$ cat config.mk
export PLATFORM = sky130hd
export DESIGN_NAME = q6k_job_fifo
export DESIGN_NICKNAME = d
export VERILOG_FILES = /design/src/q6k_pkg.sv /design/src/q6k_job_fifo.sv
export SDC_FILE = /design/constraint.sdc
export NUM_CORES = 1
export LEC_CHECK = 0
export BUFFER_PORTS_ARGS = -buffer_cell sky130_fd_sc_hd__buf_2
export CELL_PAD_IN_SITES_DETAIL_PLACEMENT = 1
export CELL_PAD_IN_SITES_GLOBAL_PLACEMENT = 1
export CORE_AREA = 2 2 91 181
export CTS_BUF_LIST = sky130_fd_sc_hd__clkbuf_4 sky130_fd_sc_hd__clkbuf_8
export DETAILED_ROUTE_END_ITERATION = 6
export DIE_AREA = 0 0 93 183
export PLACE_DENSITY = 0.75
export SLEW_MARGIN = 20
export SYNTH_ARGS = -nofsm -noshare
export SYNTH_HDL_FRONTEND = slang
export SYNTH_SLANG_ARGS = --single-unit
$ cat constraint.sdc
create_clock -name clk_i -period 4.85 [get_ports clk_i]
set_clock_uncertainty 0.15 [all_clocks]
set_input_delay 1.455 -clock clk_i [delete_from_list [all_inputs] [get_ports clk_i]]
set_output_delay 1.455 -clock clk_i [all_outputs]
set_load 0.02 [all_outputs]
$ cat src/q6k_pkg.sv
`timescale 1ns / 1ps
// ----------------------------------------------------------------------------
// q6k_pkg: shared types and constants of the Q6_K x Q8_K dot product
// Holds the block job word passed from the beat unit to the fold unit,
// the operation codes of an input word and the fp32 constants.
// ----------------------------------------------------------------------------
package q6k_pkg;

  // Default number of closed blocks that may wait for the fold unit.
  localparam int unsigned JobDepthDefault = 2;

  // Operation code of an input word.
  typedef enum logic {
    OP_HEADER = 1'b0,
    OP_DATA   = 1'b1
  } q6k_op_e;

  // fp32 quiet bit and the default NaN of the float datapath.
  localparam logic [31:0] QuietBit   = 32'h0040_0000;
  localparam logic [31:0] DefaultNan = 32'hFFC0_0000;

  // One closed block: exact integer sum and the scales that go with it.
  typedef struct packed {
    logic [31:0] block_sum;
    logic [15:0] weight_scale;
    logic [31:0] act_scale;
    logic        end_of_row;
  } q6k_job_t;

endpackage

$ cat src/q6k_job_fifo.sv
`timescale 1ns / 1ps
// ----------------------------------------------------------------------------
// q6k_job_fifo: short queue of closed blocks
// Decouples the beat unit from the multi-cycle fold unit.
// ----------------------------------------------------------------------------
module q6k_job_fifo
  import q6k_pkg::*;
#(
  parameter int unsigned Depth = JobDepthDefault
) (
  input  logic     clk_i,
  input  logic     rst_ni,
  input  logic     push_i,
  input  q6k_job_t data_i,
  output logic     full_o,
  input  logic     pop_i,
  output q6k_job_t data_o,
  output logic     valid_o
);

  localparam int unsigned PtrW = (Depth > 1) ? $clog2(Depth) : 1;
  localparam int unsigned CntW = $clog2(Depth + 1);

  q6k_job_t        mem_q [Depth];
  logic [PtrW-1:0] wr_ptr_q;
  logic [PtrW-1:0] rd_ptr_q;
  logic [CntW-1:0] count_q;

  assign full_o  = (count_q == CntW'(Depth));
  assign valid_o = (count_q != '0);
  assign data_o  = mem_q[rd_ptr_q];

  always_ff @(posedge clk_i or negedge rst_ni) begin
    if (!rst_ni) begin
      wr_ptr_q <= '0;
      rd_ptr_q <= '0;
      count_q  <= '0;
    end else begin
      if (push_i) begin
        wr_ptr_q <= (wr_ptr_q == PtrW'(Depth - 1)) ? '0 : wr_ptr_q + PtrW'(1);
      end
      if (pop_i) begin
        rd_ptr_q <= (rd_ptr_q == PtrW'(Depth - 1)) ? '0 : rd_ptr_q + PtrW'(1);
      end
      if (push_i && !pop_i) begin
        count_q <= count_q + CntW'(1);
      end else if (pop_i && !push_i) begin
        count_q <= count_q - CntW'(1);
      end
    end
  end

  always_ff @(posedge clk_i) begin
    if (push_i) begin
      mem_q[wr_ptr_q] <= data_i;
    end
  end

endmodule

==> impl_metrics.ini <==
[power_and_ir_drop]
fin_total_pwr_mw = 4.57
cellPowerDensity_nw_per_um2 = 586
p_leak_nw = 3.15
peakVddDrop_mv = 0.279

[cells_and_area]
fillers = 1500
nets = 536
area_delta_synth_final_pct = 21.3
diodes = 0
drive_above_1_share = 0.621

[yosys]
syn_area_per_cell_um2 = 24.0
syn-num-nets = 354
netlist-cell-type-count = 14
synth.cell_area_um2 = 6430
yosys_register_bits = 166
syn_inst = 268
yosysWarnings = 0
yosysSeqAreaShare = 0.772

[clocking]
path_clk_slew_ps = 90
cts_tree = done
clockBufferDepth = 2
root_buffer = clkbuf_8
ctsHoldBuffers = 0
cts_resized = 0
cts_setup_buffers = 0
htreeDepth = 4
cts_buffers = 17
clk_latency_ps = 440
clock_sink_count = 166

[die]
row_count = 65
die_area_um2 = 17000
ioPinCount = 168
coreArea_um2 = 15600
start_util = 0.412
die_y_um = 183
die_w_um = 93

[sta]
hold_violations = 0
timing.final.crit_share = 0.814
max_slew_margin = 0.485
finalCriticalPeriod_ps = 3950
rsz0062_at_grt = false
fmax_mhz = 253
setup_viol = 0
slew_violations = 0
tightest_slew_ps = 773
tns_ps = 0

[place]
gp_congestion = 0.662
hpwl_um = 7930
place.port_buffers = 167

[worst_setup_path]
r2r_slack_ps = 2890
cp.arrival_ps = 2340
critical_path_class = flop to output pin
rr_startpoint = wr_ptr_q$_DFFE_PN0P_
required_ps = 3240
worst_setup_path_end_kind = output pin
reg2regPathDepth = 2
timing.rr.end = mem_q[0][34]$_DFFE_PP_
start_kind = flop
cp_max_fo = 43

[routing]
drt-total-wl_um = 11400
firstDrtPassIters = 4
wl_per_cell_um = 17.1
vias_per_cell = 4.63
ant_nets = 0
drt_iter0_drc = 147
route.detailed.drc = 0
vias = 3067

[grt]
grt_start_max_net_pins = 44
grt_overflow_total = 0
antenna_found_initial = 0
grt_pass1_vias = 3221
grt_pass1_wl_um = 17500
track_usage = 0.138

[outcome]
status = finished clean

[worst_hold_path]
hp-class = flop to flop
hold_path_depth = 1
hp-start = count_q[1]$_DFFE_PN0P_
worstHoldEndpoint = count_q[1]$_DFFE_PN0P_

[run]
drv_cap = 0
## layout make-up
| class | instances | area, um^2 | area share |
|---|---|---|---|
| flip-flops and latches | 166 | 4970 | 0.637 |
| multi-input cells | 92 | 1300 | 0.167 |
| repair buffers | 172 | 923 | 0.118 |
| well taps | 201 | 251 | 0.0322 |
| clock buffers | 17 | 234 | 0.0300 |
| clock inverters | 14 | 119 | 0.0152 |
| inverters | 1 | 3.75 | 0.000481 |
## state kept, by name (all words and copies together), names as in the netlist
signal	count
rd_ptr_q	1
mem_q	162
count_q	2
wr_ptr_q	1
## cell families (layout without fill, tap and decap cells)
logic type | Yosys count | in the layout | synth area share
xor+xnor | 5 | 5 | 0.00681
mux | 81 | 81 | 0.188
buf+inv | 10 | 204 | 0.0272
fa+ha+maj | 1 | 1 | 0.00194
flops | 166 | 166 | 0.772
simple gates | 5 | 5 | 0.00447
## cells in the mapped netlist
library cell,number,area [um^2]
edfxtp_1,162,4860
mux2_4,79,1190
buf_12,8,160
dfrtp_1,4,100
xor2_1,4,35.0
mux2_2,2,22.5
nor2b_1,2,12.5
and2_1,1,6.26
buf_6,1,11.3
ha_1,1,12.5
inv_1,1,3.75
nor2_1,1,3.75
or2_2,1,6.26
xnor2_1,1,8.76
## cells in the final DEF, fill, tap and decap left out, types with 2 or more instances in the layout
cell	n
edfxtp_1	162
clkinvlp_4	2
inv_6	5
xor2_1	4
mux2_2	2
dfrtp_1	3
clkbuf_8	17
buf_2	167
mux2_4	79
clkinv_4	2
inv_8	3
buf_12	4
## metrics by stage
stage	setup slack (ps)	hold WS [ps]	cell area, um^2	instances	util
2_1_floorplan	692	297	6440	268	-
3_3_place_gp	1360	331	7410	630	0.475
3_5_place_dp	1330	339	7450	632	0.477
4_1_cts	805	359	7800	663	0.500
5_1_grt	786	371	7800	663	0.500
6_report	904	352	7800	663	0.500
## power by group
group,internal [mW],total [mW],switching [mW]
combinational,0.764,1.62,0.852
clock,0.368,0.890,0.523
sequential,1.90,2.07,0.167
total,3.03,4.57,1.54
## critical path, stage by stage (launching register included)
cell     delay (ps)
dfrtp_4         940
buf_12          390
mux2_2          380
buf_2           160
## per-layer routing
layer  wire length [um]  vias to the layer above  GRT usage  part of all wire
li1                   -                     1421          -                 -
met1               4880                     1497      0.179              0.43
met2               5340                      140      0.211              0.47
met3                947                        9     0.0472             0.083
met4                182                        0     0.0565             0.016
met5                  0                        -          0                 0
## worst max-delay path by stage
stage,from,to,slack (ps),cells after the start
after floorplan,push_i,mem_q[0][0]$_DFFE_PP_,690,1
after global placement,rd_ptr_q$_DFFE_PN0P_,data_o[60],1360,3
after detailed placement,rd_ptr_q$_DFFE_PN0P_,data_o[60],1330,3
after CTS,rd_ptr_q$_DFFE_PN0P_,data_o[60],800,3
after global routing,rd_ptr_q$_DFFE_PN0P_,data_o[61],790,3
final,rd_ptr_q$_DFFE_PN0P_,data_o[60],900,3
Power figures use the tool's default switching activity.
