==> src/q6k_pkg.sv <==
`timescale 1ns / 1ps
// ----------------------------------------------------------------------------
// q6k_pkg: shared types and constants of the Q6_K x Q8_K dot product
// Holds the block job word passed from the beat unit to the fold unit,
// the operation codes of an input word and the fp32 constants.
// ----------------------------------------------------------------------------
package q6k_pkg;

  // Default number of closed blocks that may wait for the fold unit.
  localparam int unsigned JobDepthDefault = 2;

  // Operation code of an input word.
  typedef enum logic {
    OP_HEADER = 1'b0,
    OP_DATA   = 1'b1
  } q6k_op_e;

  // fp32 quiet bit and the default NaN of the float datapath.
  localparam logic [31:0] QuietBit   = 32'h0040_0000;
  localparam logic [31:0] DefaultNan = 32'hFFC0_0000;

  // One closed block: exact integer sum and the scales that go with it.
  typedef struct packed {
    logic [31:0] block_sum;
    logic [15:0] weight_scale;
    logic [31:0] act_scale;
    logic        end_of_row;
  } q6k_job_t;

endpackage

==> src/q6k_beat_if.sv <==
`timescale 1ns / 1ps
// ----------------------------------------------------------------------------
// q6k_beat_if / q6k_dot_if: valid/ready channels of the dot product
// q6k_beat_if carries header and data words, q6k_dot_if carries results.
// ----------------------------------------------------------------------------
interface q6k_beat_if;
  logic        valid;
  logic        ready;
  logic        op;
  logic [7:0]  low_nibbles_a;
  logic [7:0]  low_nibbles_b;
  logic [7:0]  high_bits;
  logic [31:0] acts;
  logic [31:0] group_scales;
  logic [15:0] weight_scale;
  logic [31:0] act_scale;
  logic        end_of_block;
  logic        end_of_row;

  modport source (
    output valid, op, low_nibbles_a, low_nibbles_b, high_bits, acts, group_scales,
           weight_scale, act_scale, end_of_block, end_of_row,
    input  ready
  );
  modport sink (
    input  valid, op, low_nibbles_a, low_nibbles_b, high_bits, acts, group_scales,
           weight_scale, act_scale, end_of_block, end_of_row,
    output ready
  );
endinterface


==> src/q6k_beat_unit.sv <==
`timescale 1ns / 1ps
// ----------------------------------------------------------------------------
// q6k_beat_unit: accepts words, rebuilds weights, sums each block exactly
// Stage one rebuilds the 6-bit weights and forms scale*(weight-32); stage
// two multiplies by the activations, folds into the block sum and pushes a
// job at block or row end.
// ----------------------------------------------------------------------------
module q6k_beat_unit
  import q6k_pkg::*;
(
  input  logic      clk_i,
  input  logic      rst_ni,
  q6k_beat_if.sink  beat_i,
  output q6k_job_t  job_o,
  output logic      job_push_o,
  input  logic      job_full_i
);

  localparam logic signed [6:0] WeightOffset = 7'sd32;

  logic                s1_valid_q;
  q6k_op_e             s1_op_q;
  logic                s1_eob_q;
  logic                s1_eor_q;
  logic signed [13:0]  s1_part_q [4];
  logic signed [7:0]   s1_act_q [4];
  logic [15:0]         s1_ws_q;
  logic [31:0]         s1_as_q;

  logic [31:0]         block_sum_q;
  logic [15:0]         held_ws_q;
  logic [31:0]         held_as_q;

  logic [5:0]          weight [4];
  logic signed [6:0]   centered [4];
  logic signed [13:0]  part_d [4];
  logic signed [20:0]  prod [4];
  logic signed [22:0]  beat_sum;
  logic [31:0]         sum_d;
  logic                accept;
  logic                need_push;
  logic                s1_fire;

  // Rebuild the four weights from nibble and high-bit bytes.
  always_comb begin : rebuild
    weight[0] = {beat_i.high_bits[1:0], beat_i.low_nibbles_a[3:0]};
    weight[1] = {beat_i.high_bits[3:2], beat_i.low_nibbles_b[3:0]};
    weight[2] = {beat_i.high_bits[5:4], beat_i.low_nibbles_a[7:4]};
    weight[3] = {beat_i.high_bits[7:6], beat_i.low_nibbles_b[7:4]};
    for (int k = 0; k < 4; k++) begin
      centered[k] = $signed({1'b0, weight[k]}) - WeightOffset;
      part_d[k]   = $signed({{6{beat_i.group_scales[8*k+7]}}, beat_i.group_scales[8*k +: 8]})
                  * $signed({{7{centered[k][6]}}, centered[k]});
    end
  end

  always_comb begin : beat_mac
    beat_sum = '0;
    for (int k = 0; k < 4; k++) begin
      prod[k]  = $signed({{7{s1_part_q[k][13]}}, s1_part_q[k]})
               * $signed({{13{s1_act_q[k][7]}}, s1_act_q[k]});
      beat_sum = beat_sum + $signed({{2{prod[k][20]}}, prod[k]});
    end
    sum_d = block_sum_q + {{9{beat_sum[22]}}, beat_sum};
  end

  assign need_push  = (s1_op_q == OP_DATA) && (s1_eob_q || s1_eor_q);
  assign s1_fire    = s1_valid_q && !(need_push && job_full_i);
  assign beat_i.ready = !s1_valid_q || s1_fire;
  assign accept     = beat_i.valid && beat_i.ready;

  assign job_push_o       = s1_fire && need_push;
  assign job_o.block_sum    = sum_d;
  assign job_o.weight_scale = held_ws_q;
  assign job_o.act_scale    = held_as_q;
  assign job_o.end_of_row   = s1_eor_q;

  always_ff @(posedge clk_i or negedge rst_ni) begin
    if (!rst_ni) begin
      s1_valid_q  <= 1'b0;
      block_sum_q <= '0;
      held_ws_q   <= '0;
      held_as_q   <= '0;
    end else begin
      if (accept) begin
        s1_valid_q <= 1'b1;
      end else if (s1_fire) begin
        s1_valid_q <= 1'b0;
      end
      if (s1_fire) begin
        if (s1_op_q == OP_HEADER) begin
          held_ws_q <= s1_ws_q;
          held_as_q <= s1_as_q;
        end else if (need_push) begin
          block_sum_q <= '0;
        end else begin
          block_sum_q <= sum_d;
        end
      end
    end
  end

  always_ff @(posedge clk_i) begin
    if (accept) begin
      s1_op_q  <= q6k_op_e'(beat_i.op);
      s1_eob_q <= beat_i.end_of_block;
      s1_eor_q <= beat_i.end_of_row;
      s1_ws_q  <= beat_i.weight_scale;
      s1_as_q  <= beat_i.act_scale;
      for (int k = 0; k < 4; k++) begin
        s1_part_q[k] <= part_d[k];
        s1_act_q[k]  <= $signed(beat_i.acts[8*k +: 8]);
      end
    end
  end

endmodule

==> src/flat_wrapper.sv <==
// flat-port wrapper written by rule: the top's interface ports become plain ports
module q6k_beat_unit_flat import q6k_pkg::*;
  (clk_i, rst_ni, job_o, job_push_o, job_full_i, beat_i_valid, beat_i_op, beat_i_low_nibbles_a, beat_i_low_nibbles_b, beat_i_high_bits, beat_i_acts, beat_i_group_scales, beat_i_weight_scale, beat_i_act_scale, beat_i_end_of_block, beat_i_end_of_row, beat_i_ready);
  q6k_beat_if beat_i_i ();
  input  logic clk_i;
  input  logic rst_ni;
  output q6k_job_t job_o;
  output logic job_push_o;
  input  logic job_full_i;
  input wire logic [$bits(beat_i_i.valid)-1:0] beat_i_valid;
  input wire logic [$bits(beat_i_i.op)-1:0] beat_i_op;
  input wire logic [$bits(beat_i_i.low_nibbles_a)-1:0] beat_i_low_nibbles_a;
  input wire logic [$bits(beat_i_i.low_nibbles_b)-1:0] beat_i_low_nibbles_b;
  input wire logic [$bits(beat_i_i.high_bits)-1:0] beat_i_high_bits;
  input wire logic [$bits(beat_i_i.acts)-1:0] beat_i_acts;
  input wire logic [$bits(beat_i_i.group_scales)-1:0] beat_i_group_scales;
  input wire logic [$bits(beat_i_i.weight_scale)-1:0] beat_i_weight_scale;
  input wire logic [$bits(beat_i_i.act_scale)-1:0] beat_i_act_scale;
  input wire logic [$bits(beat_i_i.end_of_block)-1:0] beat_i_end_of_block;
  input wire logic [$bits(beat_i_i.end_of_row)-1:0] beat_i_end_of_row;
  output wire logic [$bits(beat_i_i.ready)-1:0] beat_i_ready;
  assign beat_i_i.valid = beat_i_valid;
  assign beat_i_i.op = beat_i_op;
  assign beat_i_i.low_nibbles_a = beat_i_low_nibbles_a;
  assign beat_i_i.low_nibbles_b = beat_i_low_nibbles_b;
  assign beat_i_i.high_bits = beat_i_high_bits;
  assign beat_i_i.acts = beat_i_acts;
  assign beat_i_i.group_scales = beat_i_group_scales;
  assign beat_i_i.weight_scale = beat_i_weight_scale;
  assign beat_i_i.act_scale = beat_i_act_scale;
  assign beat_i_i.end_of_block = beat_i_end_of_block;
  assign beat_i_i.end_of_row = beat_i_end_of_row;
  assign beat_i_ready = beat_i_i.ready;
  q6k_beat_unit u_core (.clk_i(clk_i), .rst_ni(rst_ni), .beat_i(beat_i_i), .job_o(job_o), .job_push_o(job_push_o), .job_full_i(job_full_i));
endmodule
==> config.mk <==
export PLATFORM = sky130hd
export DESIGN_NAME = q6k_beat_unit_flat
export DESIGN_NICKNAME = d
export VERILOG_FILES = /design/src/q6k_pkg.sv /design/src/q6k_beat_if.sv /design/src/q6k_beat_unit.sv /design/src/flat_wrapper.sv
export SDC_FILE = /design/constraint.sdc
export NUM_CORES = 2
export LEC_CHECK = 0
export BUFFER_PORTS_ARGS = -buffer_cell sky130_fd_sc_hd__buf_2
export CAP_MARGIN = 20
export CORE_MARGIN = 2
export CORE_UTILIZATION = 49
export DETAILED_ROUTE_END_ITERATION = 10
export MAX_ROUTING_LAYER = met4
export PLACE_DENSITY = 0.77
export SYNTH_ARGS = -nofsm -noshare
export SYNTH_HDL_FRONTEND = slang
export SYNTH_SLANG_ARGS = --single-unit
==> constraint.sdc <==
create_clock -name clk_i -period 11.85 [get_ports clk_i]
set_input_delay 0.5925 -clock clk_i [delete_from_list [all_inputs] [get_ports clk_i]]
set_output_delay 0.5925 -clock clk_i [all_outputs]
set_load 0.02 [all_outputs]
==> impl_metrics.env <==
export IMPL_status="complete, no violations"
export IMPL_period_share_pct=91.5
export IMPL_die_height_um=266
export IMPL_vias_per_cell=5.14
export IMPL_fillers=5971
export IMPL_grt_overflow_total=0
export IMPL_io_buffers=225
export IMPL_worst_setup_path_end_kind="output port"
export IMPL_core_region_area_um2=68200
export IMPL_maxSlewHeadroom_pct=31.4
export IMPL_cts_tree="yes"
export IMPL_syn_avg_cell_area_um2=10.0
export IMPL_min_path_cells=1
export IMPL_fin_util_pct=53.8
export IMPL_regArea_um2=6200
export IMPL_num_vias=22986
export IMPL_start_util_pct=49.3
export IMPL_antenna_found_initial=4
export IMPL_dieArea_um2=70800
export IMPL_path_buf_inv=8
export IMPL_yosys_most_used_dff="edfxtp_1"
export IMPL_clk_latency_ns=0.58
export IMPL_synth_edf_count=139
export IMPL_dp_cells=4420
export IMPL_grt_pass1_wl_um=118000
export IMPL_r2r_end="u_core.block_sum_q[31]"
export IMPL_grtUsageTotal_pct=21.1
export IMPL_cpMaxStageDelayCell="fa_1"
export IMPL_fin_cells=4475
export IMPL_cts_resized=0
export IMPL_cp_slowest_stage_delay_ns=0.58
export IMPL_wl_per_cell_um=15.7
export IMPL_required_ns=11.26
export IMPL_ant_nets=0
export IMPL_cts_sinks=220
export IMPL_final_layout_size_suffix_gt1_share_pct=10.3
export IMPL_hp_class="in -> reg"
export IMPL_cp_start_kind="flip-flop"
export IMPL_rows=96
export IMPL_drt_first_pass_iters=5
export IMPL_cts_max_level=1
export IMPL_fmax_ghz=0.0923
export IMPL_die_width_um=266
export IMPL_dpl_worst_slack_ns=1.80
export IMPL_crit_type="reg -> out"
export IMPL_worstHoldStart="beat_i_act_scale[30]"
export IMPL_critPathTopFamily="adder cells"
export IMPL_hold_buffers=1
export IMPL_drc_errors=0
export IMPL_r2r_start="u_core.s1_act_q[1][7]"
export IMPL_synth_cell_types=63
export IMPL_setup_violations=0
export IMPL_ys_seq_elements=220
export IMPL_drv_cap=0
export IMPL_setup_ws_ns=1.01
export IMPL_ys_seq_area_share_pct=18.4
export IMPL_fin_crit_ns=10.84
export IMPL_area_growth_pct=9.00
export IMPL_finalWirelength_um=70300
export IMPL_hold_viol_final=0
export IMPL_reg2reg_slack_ns=2.10
export IMPL_root_buffer="clkbuf_16"
export IMPL_synth_async_reset_ratio_pct=36.8
export IMPL_grt_pass1_vias=24181
export IMPL_grt_max_degree=73
export IMPL_critical_path_most_common_cell="fa_1"
export IMPL_finalClockSkew_ns=0.0311
export IMPL_multi_input_area_um2=24500
export IMPL_rsz0062_at_grt="false"
export IMPL_cts_clk_slew_worst_paths_ns=0.06
export IMPL_cts_inserted_buffers=27
export IMPL_worstPathMaxFanout=10
export IMPL_clockBufferDepth=3
export IMPL_synthCells=3354
export IMPL_synthesis_area_um2=33600
export IMPL_worst_ep_arrival_time_ns=10.25
export IMPL_worstRegToRegCells=37
export IMPL_setup_tns_ns=0
export IMPL_syn_num_nets=4381
export IMPL_drtIter0Drc=1195
export IMPL_cts_setup_buffers=0
export IMPL_ys_warn_count=0
export IMPL_io_pins=226
export IMPL_gp_congestion=0.938
export IMPL_fin_nets=4595
export IMPL_dp_final_hpwl_um=58900
export IMPL_finalMaxSlewViolations=0
export IMPL_worst_slew_pin_slew_ns=1.03
export IMPL_whs_endpoint="u_core.s1_as_q[30]"
[registers in the layout, summed over array words and instances, names as in the netlist]
| name | count |
|---|---|
| u_core.block_sum_q | 32 |
| u_core.held_as_q | 32 |
| u_core.held_ws_q | 16 |
| u_core.s1_act_q | 32 |
| u_core.s1_as_q | 32 |
| u_core.s1_eob_q | 1 |
| u_core.s1_eor_q | 1 |
| u_core.s1_op_q | 1 |
| u_core.s1_part_q | 56 |
| u_core.s1_valid_q | 1 |
| u_core.s1_ws_q | 16 |
[kinds of logic after synthesis]
group	Yosys count	share of synthesized area [%]
buffers and inverters	798	8.91
AO/OA/AOI/OAI	324	6.34
XOR/XNOR	210	5.47
multiplexers	49	1.64
adder cells (fa/ha/maj)	884	45.4
flip-flops	220	18.4
AND/OR/NAND/NOR	869	13.8
[how the worst max path moves through the flow]
stage | from | end | slack, ns | depth (start not counted)
after floorplan | u_core.s1_act_q[2][0] | job_o[79] | 2.53 | 41
final | u_core.s1_act_q[1][7] | job_o[80] | 1.01 | 37
after CTS | u_core.s1_act_q[1][7] | job_o[80] | 1.09 | 37
after global routing | u_core.s1_act_q[1][3] | job_o[80] | 0.43 | 39
after global placement | u_core.s1_act_q[1][7] | job_o[80] | 1.66 | 36
after detailed placement | u_core.s1_act_q[1][7] | job_o[80] | 1.80 | 37
[per-stage QoR]
stage               cell area [um^2]  hold WS, ns
finish                         36700        0.185
global route                   36700        0.162
CTS                            36700        0.155
detailed placement             35800        0.463
global placement               35700        0.455
floorplan                      33600        0.297
[cell type report]
cell class,count,share of cell area [%]
tap,882,3.01
clock inverter,17,0.368
clock buffer,33,2.07
sequential,220,16.9
multi-input combinational,2336,66.7
timing repair buffer,232,3.23
antenna,4,0.0273
inverter,751,7.69
[synth_stat cells (all sizes together), types with 3 or more instances]
library cell,n,share of area (%)
a21o,37,0.83
nand2b,30,0.56
a21oi,125,1.9
a211oi,5,0.11
and3,10,0.19
a31oi,5,0.11
nor2b,28,0.52
xnor2,169,4.4
o31a,3,0.078
buf,6,0.078
clkbuf,41,0.46
o21a,16,0.36
inv,749,8.4
nor2,88,0.98
a22o,31,0.81
a31o,5,0.13
dfrtp,81,6.0
nand4,7,0.13
o21bai,23,0.51
ha,324,12
o211ai,4,0.089
edfxtp,139,12
nand3,19,0.28
o21ai,44,0.65
nor3,11,0.16
or2,26,0.48
mux2,49,1.6
a41oi,5,0.17
a211o,4,0.10
o31ai,4,0.15
and2,420,7.8
fa,560,33
nand2,215,2.4
or3,5,0.093
xor2,41,1.1
[metal layers]
layer  vias up  global-route usage, %  part of all wire (%)
met4         0                   5.01                   2.3
met5         -                      -                     0
met2       510                   36.1                    51
met1     11585                   26.5                    42
li1      10794                      -                     -
met3        97                   3.27                   5.2
[worst reg2reg max path: cells and delay by family, from the launching register on]
family / cells / cell delay (ns)
buf+inv: 7 / 0.83
xor+xnor: 3 / 0.49
simple gates: 4 / 0.48
flops: 1 / 0.47
fa+ha+maj: 9 / 4.12
compound gates: 14 / 3.26
[placed cells by master (no fill, tap or decap), drive strengths merged, types with 10 or more instances in the layout]
cell type    n
and2       420
nor2b       28
buf        231
xor2        41
o21ai       44
xnor2      169
inv        752
o21bai      23
nand3       19
dfrtp       81
fa         560
nand2      215
or2         26
edfxtp     139
a22o        31
o21a        16
clkbuf      33
nor3        11
nand2b      30
mux2        49
a21oi      125
ha         324
nor2        88
and3        10
a21o        37
Power is left out: the tool's default activity adds up to more than one toggle a clock period on the data nets, which glitch-free logic cannot reach.
