## config.mk

```make
export PLATFORM = sky130hd
export DESIGN_NAME = q6k_fold_unit_flat
export DESIGN_NICKNAME = d
export VERILOG_FILES = /design/src/q6k_pkg.sv /design/src/q6k_beat_if.sv /design/src/q6k_fold_unit.sv /design/src/flat_wrapper.sv
export SDC_FILE = /design/constraint.sdc
export NUM_CORES = 2
export LEC_CHECK = 0
export ABC_AREA = 1
export BUFFER_PORTS_ARGS = -buffer_cell sky130_fd_sc_hd__buf_2
export CORE_UTILIZATION = 30
export CTS_BUF_LIST = sky130_fd_sc_hd__clkbuf_4
export CTS_CLUSTER_DIAMETER = 40
export DETAILED_ROUTE_END_ITERATION = 7
export PLACE_DENSITY_LB_ADDON = 0.05
export SETUP_SLACK_MARGIN = 0.05
export SLEW_MARGIN = 20
export SYNTH_ARGS = -nofsm -noshare
export SYNTH_HDL_FRONTEND = slang
export SYNTH_SLANG_ARGS = --single-unit
```

## constraint.sdc

```tcl
create_clock -name clk_i -period 6.98 [get_ports clk_i]
set_clock_uncertainty 0.15 [all_clocks]
set_input_delay 1.745 -clock clk_i [delete_from_list [all_inputs] [get_ports clk_i]]
set_output_delay 1.745 -clock clk_i [all_outputs]
set_load 0.03 [all_outputs]
```

## src/q6k_pkg.sv

```systemverilog
`timescale 1ns / 1ps
// ----------------------------------------------------------------------------
// q6k_pkg: shared types and constants of the Q6_K x Q8_K dot product
// Holds the block job word passed from the beat unit to the fold unit,
// the operation codes of an input word and the fp32 constants.
// ----------------------------------------------------------------------------
package q6k_pkg;

  // Default number of closed blocks that may wait for the fold unit.
  localparam int unsigned JobDepthDefault = 2;

  // Operation code of an input word.
  typedef enum logic {
    OP_HEADER = 1'b0,
    OP_DATA   = 1'b1
  } q6k_op_e;

  // fp32 quiet bit and the default NaN of the float datapath.
  localparam logic [31:0] QuietBit   = 32'h0040_0000;
  localparam logic [31:0] DefaultNan = 32'hFFC0_0000;

  // One closed block: exact integer sum and the scales that go with it.
  typedef struct packed {
    logic [31:0] block_sum;
    logic [15:0] weight_scale;
    logic [31:0] act_scale;
    logic        end_of_row;
  } q6k_job_t;

endpackage

```

## src/q6k_beat_if.sv

```systemverilog


interface q6k_dot_if;
  logic        valid;
  logic        ready;
  logic [31:0] dot_result;

  modport source (output valid, dot_result, input ready);
  modport sink (input valid, dot_result, output ready);
endinterface

```

## src/q6k_fold_unit.sv

```systemverilog
`timescale 1ns / 1ps
// ----------------------------------------------------------------------------
// q6k_fold_unit: folds each block into the fp32 row accumulator
// One shared multiply / align / add / normalize / round datapath runs three
// passes per block: scale product, integer-to-float, fused multiply-add.
// ----------------------------------------------------------------------------
module q6k_fold_unit
  import q6k_pkg::*;
(
  input  logic      clk_i,
  input  logic      rst_ni,
  input  q6k_job_t  job_i,
  input  logic      job_valid_i,
  output logic      job_pop_o,
  q6k_dot_if.source dot_o
);

  localparam int unsigned       WideW     = 80;
  localparam logic signed [11:0] RoundBias = 12'(WideW + 126);
  localparam logic signed [11:0] DenormExp = 12'sd1 - RoundBias;

  typedef enum logic [9:0] {
    ST_IDLE   = 10'b00_0000_0001,
    ST_LOAD   = 10'b00_0000_0010,
    ST_MUL    = 10'b00_0000_0100,
    ST_PREP   = 10'b00_0000_1000,
    ST_ALIGN  = 10'b00_0001_0000,
    ST_ADD    = 10'b00_0010_0000,
    ST_NORM   = 10'b00_0100_0000,
    ST_DENORM = 10'b00_1000_0000,
    ST_ROUND  = 10'b01_0000_0000,
    ST_EMIT   = 10'b10_0000_0000
  } fold_state_e;

  typedef enum logic [1:0] {
    PH_SCALE = 2'd0,
    PH_CONV  = 2'd1,
    PH_FOLD  = 2'd2
  } fold_phase_e;

  typedef struct packed {
    logic [23:0]        man;
    logic signed [11:0] exp;
  } unp_t;

  function automatic unp_t unpack32(input logic [31:0] f);
    unp_t u;
    if (f[30:23] == 8'd0) begin
      u.man = {1'b0, f[22:0]};
      u.exp = -12'sd149;
    end else begin
      u.man = {1'b1, f[22:0]};
      u.exp = $signed({4'b0, f[30:23]}) - 12'sd150;
    end
    return u;
  endfunction

  function automatic unp_t unpack16(input logic [15:0] h);
    unp_t u;
    if (h[14:10] == 5'd0) begin
      u.man = {14'b0, h[9:0]};
      u.exp = -12'sd24;
    end else begin
      u.man = {13'b0, 1'b1, h[9:0]};
      u.exp = $signed({7'b0, h[14:10]}) - 12'sd25;
    end
    return u;
  endfunction

  fold_state_e        state_q, state_d;
  fold_phase_e        phase_q, phase_d;
  q6k_job_t           job_q;
  logic [31:0]        ds_q;
  logic [31:0]        fsum_q;
  logic [31:0]        acc_q;
  logic               out_valid_q;
  logic [31:0]        out_data_q;

  logic [23:0]        a_man_q, b_man_q, c_man_q;
  logic signed [11:0] a_exp_q, b_exp_q, c_exp_q;
  logic               p_sign_q, c_sign_q;
  logic [47:0]        prod_q;
  logic signed [11:0] prod_exp_q;

  logic [WideW-1:0]   big_q, sml_q;
  logic signed [11:0] big_exp_q, sml_exp_q;
  logic               big_sign_q, sml_sign_q;
  logic               st_q;
  logic               zero_sign_q;

  // Operand classification
  logic [31:0]        a_bits;
  logic               a_nan, a_inf, a_zero, b_nan, b_inf, b_zero, c_nan, c_inf;
  logic               p_sign;
  unp_t               ua, ub, uc;
  logic [31:0]        b_nan_val;
  logic               ld_special;
  logic [31:0]        ld_value;
  logic [31:0]        si_mag;

  logic signed [11:0] al_diff;
  logic signed [11:0] dn_bexp;
  logic signed [11:0] dn_short;
  logic               add_ge;
  logic [23:0]        rnd_man;
  logic [7:0]         rnd_field;
  logic               rnd_inc;
  logic [30:0]        rnd_bits;
  logic [31:0]        rnd_value;

  logic               fin_valid;
  logic [31:0]        fin_value;
  logic               emit_go;

  always_comb begin : classify
    a_bits    = (phase_q == PH_FOLD) ? ds_q : job_q.act_scale;
    a_nan     = (&a_bits[30:23]) && (|a_bits[22:0]);
    a_inf     = (&a_bits[30:23]) && !(|a_bits[22:0]);
    a_zero    = !(|a_bits[30:0]);
    ua        = unpack32(a_bits);
    uc        = unpack32(acc_q);
    c_nan     = (&acc_q[30:23]) && (|acc_q[22:0]);
    c_inf     = (&acc_q[30:23]) && !(|acc_q[22:0]);
    b_nan_val = {job_q.weight_scale[15], 8'hFF, job_q.weight_scale[9:0], 13'b0} | QuietBit;
    if (phase_q == PH_FOLD) begin
      b_nan  = 1'b0;
      b_inf  = 1'b0;
      b_zero = !(|fsum_q[30:0]);
      ub     = unpack32(fsum_q);
      p_sign = a_bits[31] ^ fsum_q[31];
    end else begin
      b_nan  = (&job_q.weight_scale[14:10]) && (|job_q.weight_scale[9:0]);
      b_inf  = (&job_q.weight_scale[14:10]) && !(|job_q.weight_scale[9:0]);
      b_zero = !(|job_q.weight_scale[14:0]);
      ub     = unpack16(job_q.weight_scale);
      p_sign = a_bits[31] ^ job_q.weight_scale[15];
    end

    // NaN takes the first operand, invalid cases give the default NaN
    ld_special = 1'b1;
    ld_value   = DefaultNan;
    if (phase_q == PH_CONV) begin
      ld_special = 1'b0;
    end else if (a_nan) begin
      ld_value = a_bits | QuietBit;
    end else if (b_nan) begin
      ld_value = b_nan_val;
    end else if ((a_inf && b_zero) || (a_zero && b_inf)) begin
      ld_value = DefaultNan;
    end else if ((phase_q == PH_FOLD) && c_nan) begin
      ld_value = acc_q | QuietBit;
    end else if (a_inf || b_inf) begin
      if ((phase_q == PH_FOLD) && c_inf && (acc_q[31] != p_sign)) begin
        ld_value = DefaultNan;
      end else begin
        ld_value = {p_sign, 8'hFF, 23'b0};
      end
    end else if ((phase_q == PH_FOLD) && c_inf) begin
      ld_value = acc_q;
    end else begin
      ld_special = 1'b0;
    end

    si_mag = job_q.block_sum[31] ? (~job_q.block_sum + 32'd1) : job_q.block_sum;
  end

  always_comb begin : wide_math
    al_diff   = big_exp_q - sml_exp_q;
    dn_bexp   = big_exp_q + RoundBias;
    dn_short  = 12'sd1 - dn_bexp;
    add_ge    = (big_q >= sml_q);
    rnd_man   = big_q[WideW-1 -: 24];
    rnd_field = big_q[WideW-1] ? dn_bexp[7:0] : 8'd0;
    rnd_inc   = big_q[WideW-25] & ((|big_q[WideW-26:0]) | st_q | rnd_man[0]);
    rnd_bits  = {rnd_field, rnd_man[22:0]} + {30'b0, rnd_inc};
    rnd_value = (dn_bexp >= 12'sd255) ? {big_sign_q, 8'hFF, 23'b0} : {big_sign_q, rnd_bits};
  end

  assign emit_go = !out_valid_q || dot_o.ready;

  always_comb begin : fsm
    state_d   = state_q;
    phase_d   = phase_q;
    fin_valid = 1'b0;
    fin_value = rnd_value;
    job_pop_o = 1'b0;
    unique case (state_q)
      ST_IDLE: begin
        if (job_valid_i) begin
          job_pop_o = 1'b1;
          phase_d   = PH_SCALE;
          state_d   = ST_LOAD;
        end
      end
      ST_LOAD: begin
        if (phase_q == PH_CONV) begin
          state_d = ST_PREP;
        end else if (ld_special) begin
          fin_valid = 1'b1;
          fin_value = ld_value;
        end else begin
          state_d = ST_MUL;
        end
      end
      ST_MUL:   state_d = ST_PREP;
      ST_PREP:  state_d = ST_ALIGN;
      ST_ALIGN: begin
        if ((al_diff == 12'sd0) || (sml_q == '0)) begin
          state_d = ST_ADD;
        end else if ((big_q[WideW-2] == 1'b1) && (sml_q[WideW-1:1] == '0)) begin
          state_d = ST_ADD;
        end
      end
      ST_ADD:   state_d = ST_NORM;
      ST_NORM: begin
        if (big_q == '0) begin
          fin_valid = 1'b1;
          fin_value = {zero_sign_q, 31'b0};
        end else if (big_q[WideW-1]) begin
          state_d = ST_DENORM;
        end
      end
      ST_DENORM: begin
        if (dn_bexp >= 12'sd1) begin
          state_d = ST_ROUND;
        end else if (big_q == '0) begin
          state_d = ST_ROUND;
        end
      end
      ST_ROUND: fin_valid = 1'b1;
      ST_EMIT: begin
        if (emit_go) begin
          state_d = ST_IDLE;
        end
      end
      default: state_d = ST_IDLE;
    endcase

    // Advance to the next pass when a pass produces its fp32 value; the fold pass ends the block
    if (fin_valid) begin
      case (phase_q)
        PH_SCALE: begin
          phase_d = PH_CONV;
          state_d = ST_LOAD;
        end
        PH_CONV: begin
          phase_d = PH_FOLD;
          state_d = ST_LOAD;
        end
        default: begin
          phase_d = PH_SCALE;
          state_d = job_q.end_of_row ? ST_EMIT : ST_IDLE;
        end
      endcase
    end
  end

  always_ff @(posedge clk_i or negedge rst_ni) begin
    if (!rst_ni) begin
      state_q     <= ST_IDLE;
      phase_q     <= PH_SCALE;
      acc_q       <= '0;
      out_valid_q <= 1'b0;
    end else begin
      state_q <= state_d;
      phase_q <= phase_d;
      if (fin_valid && (phase_q == PH_FOLD)) begin
        acc_q <= fin_value;
      end
      if ((state_q == ST_EMIT) && emit_go) begin
        out_valid_q <= 1'b1;
        acc_q       <= '0;
      end else if (dot_o.ready) begin
        out_valid_q <= 1'b0;
      end
    end
  end

  always_ff @(posedge clk_i) begin
    if (job_pop_o) begin
      job_q <= job_i;
    end
    if (fin_valid) begin
      case (phase_q)
        PH_SCALE: ds_q   <= fin_value;
        PH_CONV:  fsum_q <= fin_value;
        default:  ;
      endcase
    end
    if ((state_q == ST_EMIT) && emit_go) begin
      out_data_q <= acc_q;
    end
    unique case (state_q)
      ST_LOAD: begin
        a_man_q  <= ua.man;
        a_exp_q  <= ua.exp;
        b_man_q  <= ub.man;
        b_exp_q  <= ub.exp;
        if (phase_q == PH_CONV) begin
          prod_q     <= {16'b0, si_mag};
          prod_exp_q <= '0;
          p_sign_q   <= job_q.block_sum[31];
          c_man_q    <= '0;
          c_exp_q    <= '0;
          c_sign_q   <= job_q.block_sum[31];
        end else if (phase_q == PH_FOLD) begin
          p_sign_q <= p_sign;
          c_man_q  <= uc.man;
          c_exp_q  <= uc.exp;
          c_sign_q <= acc_q[31];
        end else begin
          // a bare product: addend is a zero of the product's sign
          p_sign_q <= p_sign;
          c_man_q  <= '0;
          c_exp_q  <= '0;
          c_sign_q <= p_sign;
        end
      end
      ST_MUL: begin
        prod_q     <= a_man_q * b_man_q;
        prod_exp_q <= a_exp_q + b_exp_q;
      end
      ST_PREP: begin
        st_q        <= 1'b0;
        zero_sign_q <= (p_sign_q == c_sign_q) ? p_sign_q : 1'b0;
        // Larger exponent goes high; a zero operand always goes low
        if ((prod_q == '0) || ((c_man_q != '0) && (c_exp_q >= prod_exp_q))) begin
          big_q      <= {56'b0, c_man_q};
          big_exp_q  <= c_exp_q;
          big_sign_q <= c_sign_q;
          sml_q      <= {32'b0, prod_q};
          sml_exp_q  <= prod_exp_q;
          sml_sign_q <= p_sign_q;
        end else begin
          big_q      <= {32'b0, prod_q};
          big_exp_q  <= prod_exp_q;
          big_sign_q <= p_sign_q;
          sml_q      <= {56'b0, c_man_q};
          sml_exp_q  <= c_exp_q;
          sml_sign_q <= c_sign_q;
        end
      end
      ST_ALIGN: begin
        if ((al_diff == 12'sd0) || (sml_q == '0)) begin
          sml_exp_q <= big_exp_q;
        end else if ((big_q[WideW-2 -: 8] == 8'd0) && (al_diff >= 12'sd8)) begin
          big_q     <= big_q << 8;
          big_exp_q <= big_exp_q - 12'sd8;
        end else if (big_q[WideW-2] == 1'b0) begin
          big_q     <= big_q << 1;
          big_exp_q <= big_exp_q - 12'sd1;
        end else if (sml_q[WideW-1:1] == '0) begin
          // only the sticky jam bit is left: further shifts keep it as is
          sml_exp_q <= big_exp_q;
        end else if (al_diff >= 12'sd8) begin
          sml_q     <= (sml_q >> 8) | {{(WideW-1){1'b0}}, (|sml_q[7:0])};
          sml_exp_q <= sml_exp_q + 12'sd8;
        end else begin
          sml_q     <= (sml_q >> 1) | {{(WideW-1){1'b0}}, sml_q[0]};
          sml_exp_q <= sml_exp_q + 12'sd1;
        end
      end
      ST_ADD: begin
        if (big_sign_q == sml_sign_q) begin
          big_q <= big_q + sml_q;
        end else if (add_ge) begin
          big_q <= big_q - sml_q;
        end else begin
          big_q      <= sml_q - big_q;
          big_sign_q <= sml_sign_q;
        end
      end
      ST_NORM: begin
        if ((big_q != '0) && !big_q[WideW-1]) begin
          if (big_q[WideW-1 -: 8] == 8'd0) begin
            big_q     <= big_q << 8;
            big_exp_q <= big_exp_q - 12'sd8;
          end else begin
            big_q     <= big_q << 1;
            big_exp_q <= big_exp_q - 12'sd1;
          end
        end
      end
      ST_DENORM: begin
        if (dn_bexp < 12'sd1) begin
          if (big_q == '0) begin
            big_exp_q <= DenormExp;
          end else if (dn_short >= 12'sd8) begin
            big_q     <= big_q >> 8;
            st_q      <= st_q | (|big_q[7:0]);
            big_exp_q <= big_exp_q + 12'sd8;
          end else begin
            big_q     <= big_q >> 1;
            st_q      <= st_q | big_q[0];
            big_exp_q <= big_exp_q + 12'sd1;
          end
        end
      end
      default: ;
    endcase
  end

  assign dot_o.valid      = out_valid_q;
  assign dot_o.dot_result = out_data_q;

endmodule

```

## src/flat_wrapper.sv

```systemverilog
// flat-port wrapper written by rule: the top's interface ports become plain ports
module q6k_fold_unit_flat import q6k_pkg::*;
  (clk_i, rst_ni, job_i, job_valid_i, job_pop_o, dot_o_valid, dot_o_dot_result, dot_o_ready);
  q6k_dot_if dot_o_i ();
  input  logic clk_i;
  input  logic rst_ni;
  input  q6k_job_t job_i;
  input  logic job_valid_i;
  output logic job_pop_o;
  output wire logic [$bits(dot_o_i.valid)-1:0] dot_o_valid;
  output wire logic [$bits(dot_o_i.dot_result)-1:0] dot_o_dot_result;
  input wire logic [$bits(dot_o_i.ready)-1:0] dot_o_ready;
  assign dot_o_valid = dot_o_i.valid;
  assign dot_o_dot_result = dot_o_i.dot_result;
  assign dot_o_i.ready = dot_o_ready;
  q6k_fold_unit u_core (.clk_i(clk_i), .rst_ni(rst_ni), .job_i(job_i), .job_valid_i(job_valid_i), .job_pop_o(job_pop_o), .dot_o(dot_o_i));
endmodule
```

==> results_dict.tcl <==
set metrics [dict create \
    setup-violations-final 0 \
    routabilityCongestion 0.992 \
    ctsRootBufferMaster "clkbuf_4" \
    initial_core_util 0.302 \
    yosys.area.top_type_share 0.222 \
    wl_per_cell_um 25.5 \
    cts_buffer_depth 3 \
    syn_area_per_cell_um2 6.97 \
    cp_slowest_cell "fa_1" \
    antenna_found_initial 16 \
    crit_start "u_core.b_man_q[11]" \
    synth-warning-count 0 \
    synth_seq_cells 539 \
    r2r_cells 28 \
    io_pins 119 \
    crit_path_max_incr_delay_ns 0.54 \
    synth_common_cells "nand2_1, inv_1, nor2_1" \
    synth_edf_count 494 \
    die_y_um 474 \
    crit_buf_inv 11 \
    violations "DRC" \
    synth.most_common_cell "nand2_1" \
    syn-cell-area_um2 66900 \
    insertion_delay_ns 1.31 \
    worstHoldStart "u_core.acc_q[9]" \
    grt_pass1_vias 65800 \
    synth_area_leaders "edfxtp_1, nand2_1, fa_1" \
    critPathRequiredTime_ns 7.72 \
    place_inst 12700 \
    syn_inst 9599 \
    drv_cap 0 \
    port_buffers 118 \
    grt_pass1_wl_um 472000 \
    core_um2 222000 \
    synthesis.nets 10500 \
    max_freq_ghz 0.147 \
    status "finished, violations left" \
    worstHoldPathCells 0 \
    vias 66700 \
    synth_top_cell_by_area "edfxtp_1" \
    hp-class "reg -> reg" \
    via_per_inst 5.12 \
    yosys_most_used_dff "edfxtp_1" \
    worst-path-stages 28 \
    cts_max_level 4 \
    ys_types 77 \
    grt.total_usage 0.291 \
    cts_tree "done" \
    worst_pin_slew_ns 1.22 \
    dr.pass1.iters 8 \
    cts_buffers 179 \
    critPathKind "reg -> reg" \
    setup_tns_ns 0 \
    layout.nets 10800 \
    finalHoldViolCount 0 \
    relSlewSlack 0.180 \
    grt_overflow 0 \
    busiest_layer "met2" \
    drcViolationCount 2 \
    syn_to_final_growth_pct 13.1 \
    rsz0062_at_grt "yes" \
    hpwl_um 275000 \
    ys_seq_area_frac 0.239 \
    crit_family "adder cells" \
    grt_max_degree 74 \
    dieArea_um2 225000 \
    hold_buffers 0 \
    final.min_clock_period_ns 6.80 \
    die_w_um 474 \
    cts.sinks 539 \
    fin_crit_sh 0.974 \
    met2_usage 0.465 \
    first_iter_violations 6030 \
    r2r-start "u_core.b_man_q[11]" \
    path_max_fanout 6 \
    met3_usage 0.0431 \
    num_rows 173 \
    setup.worst_path.end_class "flip-flop" \
    synth-async-reset-ratio 0.0835 \
    crit_arrival_ns 7.54 \
    use_met1 0.390 \
    finalNonFillerCells 13000 \
    drive_gt1_frac 0.104 \
    slew_viol_final 0 \
    drt-total-wl_um 333000 \
    cp-start-kind "flip-flop" \
    ant_nets 0 \
    path_clk_slew_ns 0.06 \
]
per-layer routing:
layer	vias to the layer above	share of wire
met2	2457	0.45
met4	10	0.046
met1	32700	0.44
li1	31000	-
met5	-	0.00016
met3	492	0.065
worst paths after layout:
| kind | end | slack [ns] |
|---|---|---|
| max in group asynchronous | u_core.acc_q[10] | 5.65 |
| hold reg to reg | u_core.dot_o.dot_result[9] | 0.30 |
| min in group asynchronous | u_core.acc_q[9] | 0.51 |
| setup / recovery | u_core.prod_q[37] | 0.18 |
| hold / removal | u_core.dot_o.dot_result[9] | 0.30 |
| setup reg to reg | u_core.prod_q[37] | 0.18 |
through the flow:
step           instance area (um^2)  worst slack [ns]  utilization  hold slack, ns
6_report                      75700             0.183        0.341           0.299
5_1_grt                       75700           -0.0260        0.341           0.288
4_1_cts                       74800            0.0421        0.337           0.302
3_5_place_dp                  72300           -0.0258        0.326           0.281
3_3_place_gp                  72300           -0.0542        0.326           0.285
2_1_floorplan                 66900             0.390            -           0.275
layout make-up:
type / instances / area, um^2
antenna: 22 / 55.1
clock buffer: 249 / 1870
clock inverter: 81 / 489
fill: 24300 / 146000
inverter: 1878 / 7070
multi-input combinational: 6827 / 43000
sequential: 539 / 16000
tap: 2975 / 3720
timing repair buffer: 461 / 3570
cell usage in the layout (no fill, tap or decap), types with 119 or more instances in the layout:
| cell type | synthesis | final |
|---|---|---|
| nand2_1 | 2656 | 2634 |
| inv_1 | 1830 | 1819 |
| nor2_1 | 830 | 809 |
| nand3_1 | 598 | 589 |
| edfxtp_1 | 494 | 494 |
| fa_1 | 487 | 470 |
| a21oi_1 | 412 | 393 |
| o21ai_0 | 397 | 369 |
| ha_1 | 373 | 361 |
| buf_4 | 33 | 301 |
| clkbuf_4 | 0 | 249 |
| nand4_1 | 175 | 175 |
| xor2_1 | 155 | 155 |
| buf_2 | 85 | 119 |
kinds of logic after synthesis:
kind of cell | Yosys count | share of synthesized area
xor gates and xnor gates | 181 | 0.0243
and+or+nand+nor | 4573 | 0.288
DFF | 539 | 0.239
adders and majority gates | 860 | 0.215
AOI/OAI and AO/OA | 1213 | 0.103
buffers and inverters | 2233 | 0.131
flip-flops by register name (all words and copies together), names as in the netlist, 2 cells and up:
register                 cells
u_core.job_q                71
u_core.ds_q                 32
u_core.dot_o.dot_result     32
u_core.phase_q               2
u_core.big_q                80
u_core.a_exp_q               9
u_core.c_exp_q               9
u_core.big_exp_q            12
u_core.b_exp_q               9
u_core.state_q              10
u_core.c_man_q              24
u_core.b_man_q              24
u_core.sml_exp_q            12
u_core.acc_q                32
u_core.sml_q                48
u_core.prod_q               48
u_core.b_nan_val            10
u_core.a_man_q              24
u_core.fsum_q               32
u_core.prod_exp_q           12
what timing repair did:
item / 4_1_cts / 5_1_grt
pin swaps: 6 / 61
cloned: 0 / 4
gates resized for setup: 20 / 165
buffers inserted: 0 / 19
setup endpoints to repair: 16 / 29
Power is left out: the tool's default activity adds up to more than one toggle a clock period on the data nets, which glitch-free logic cannot reach.
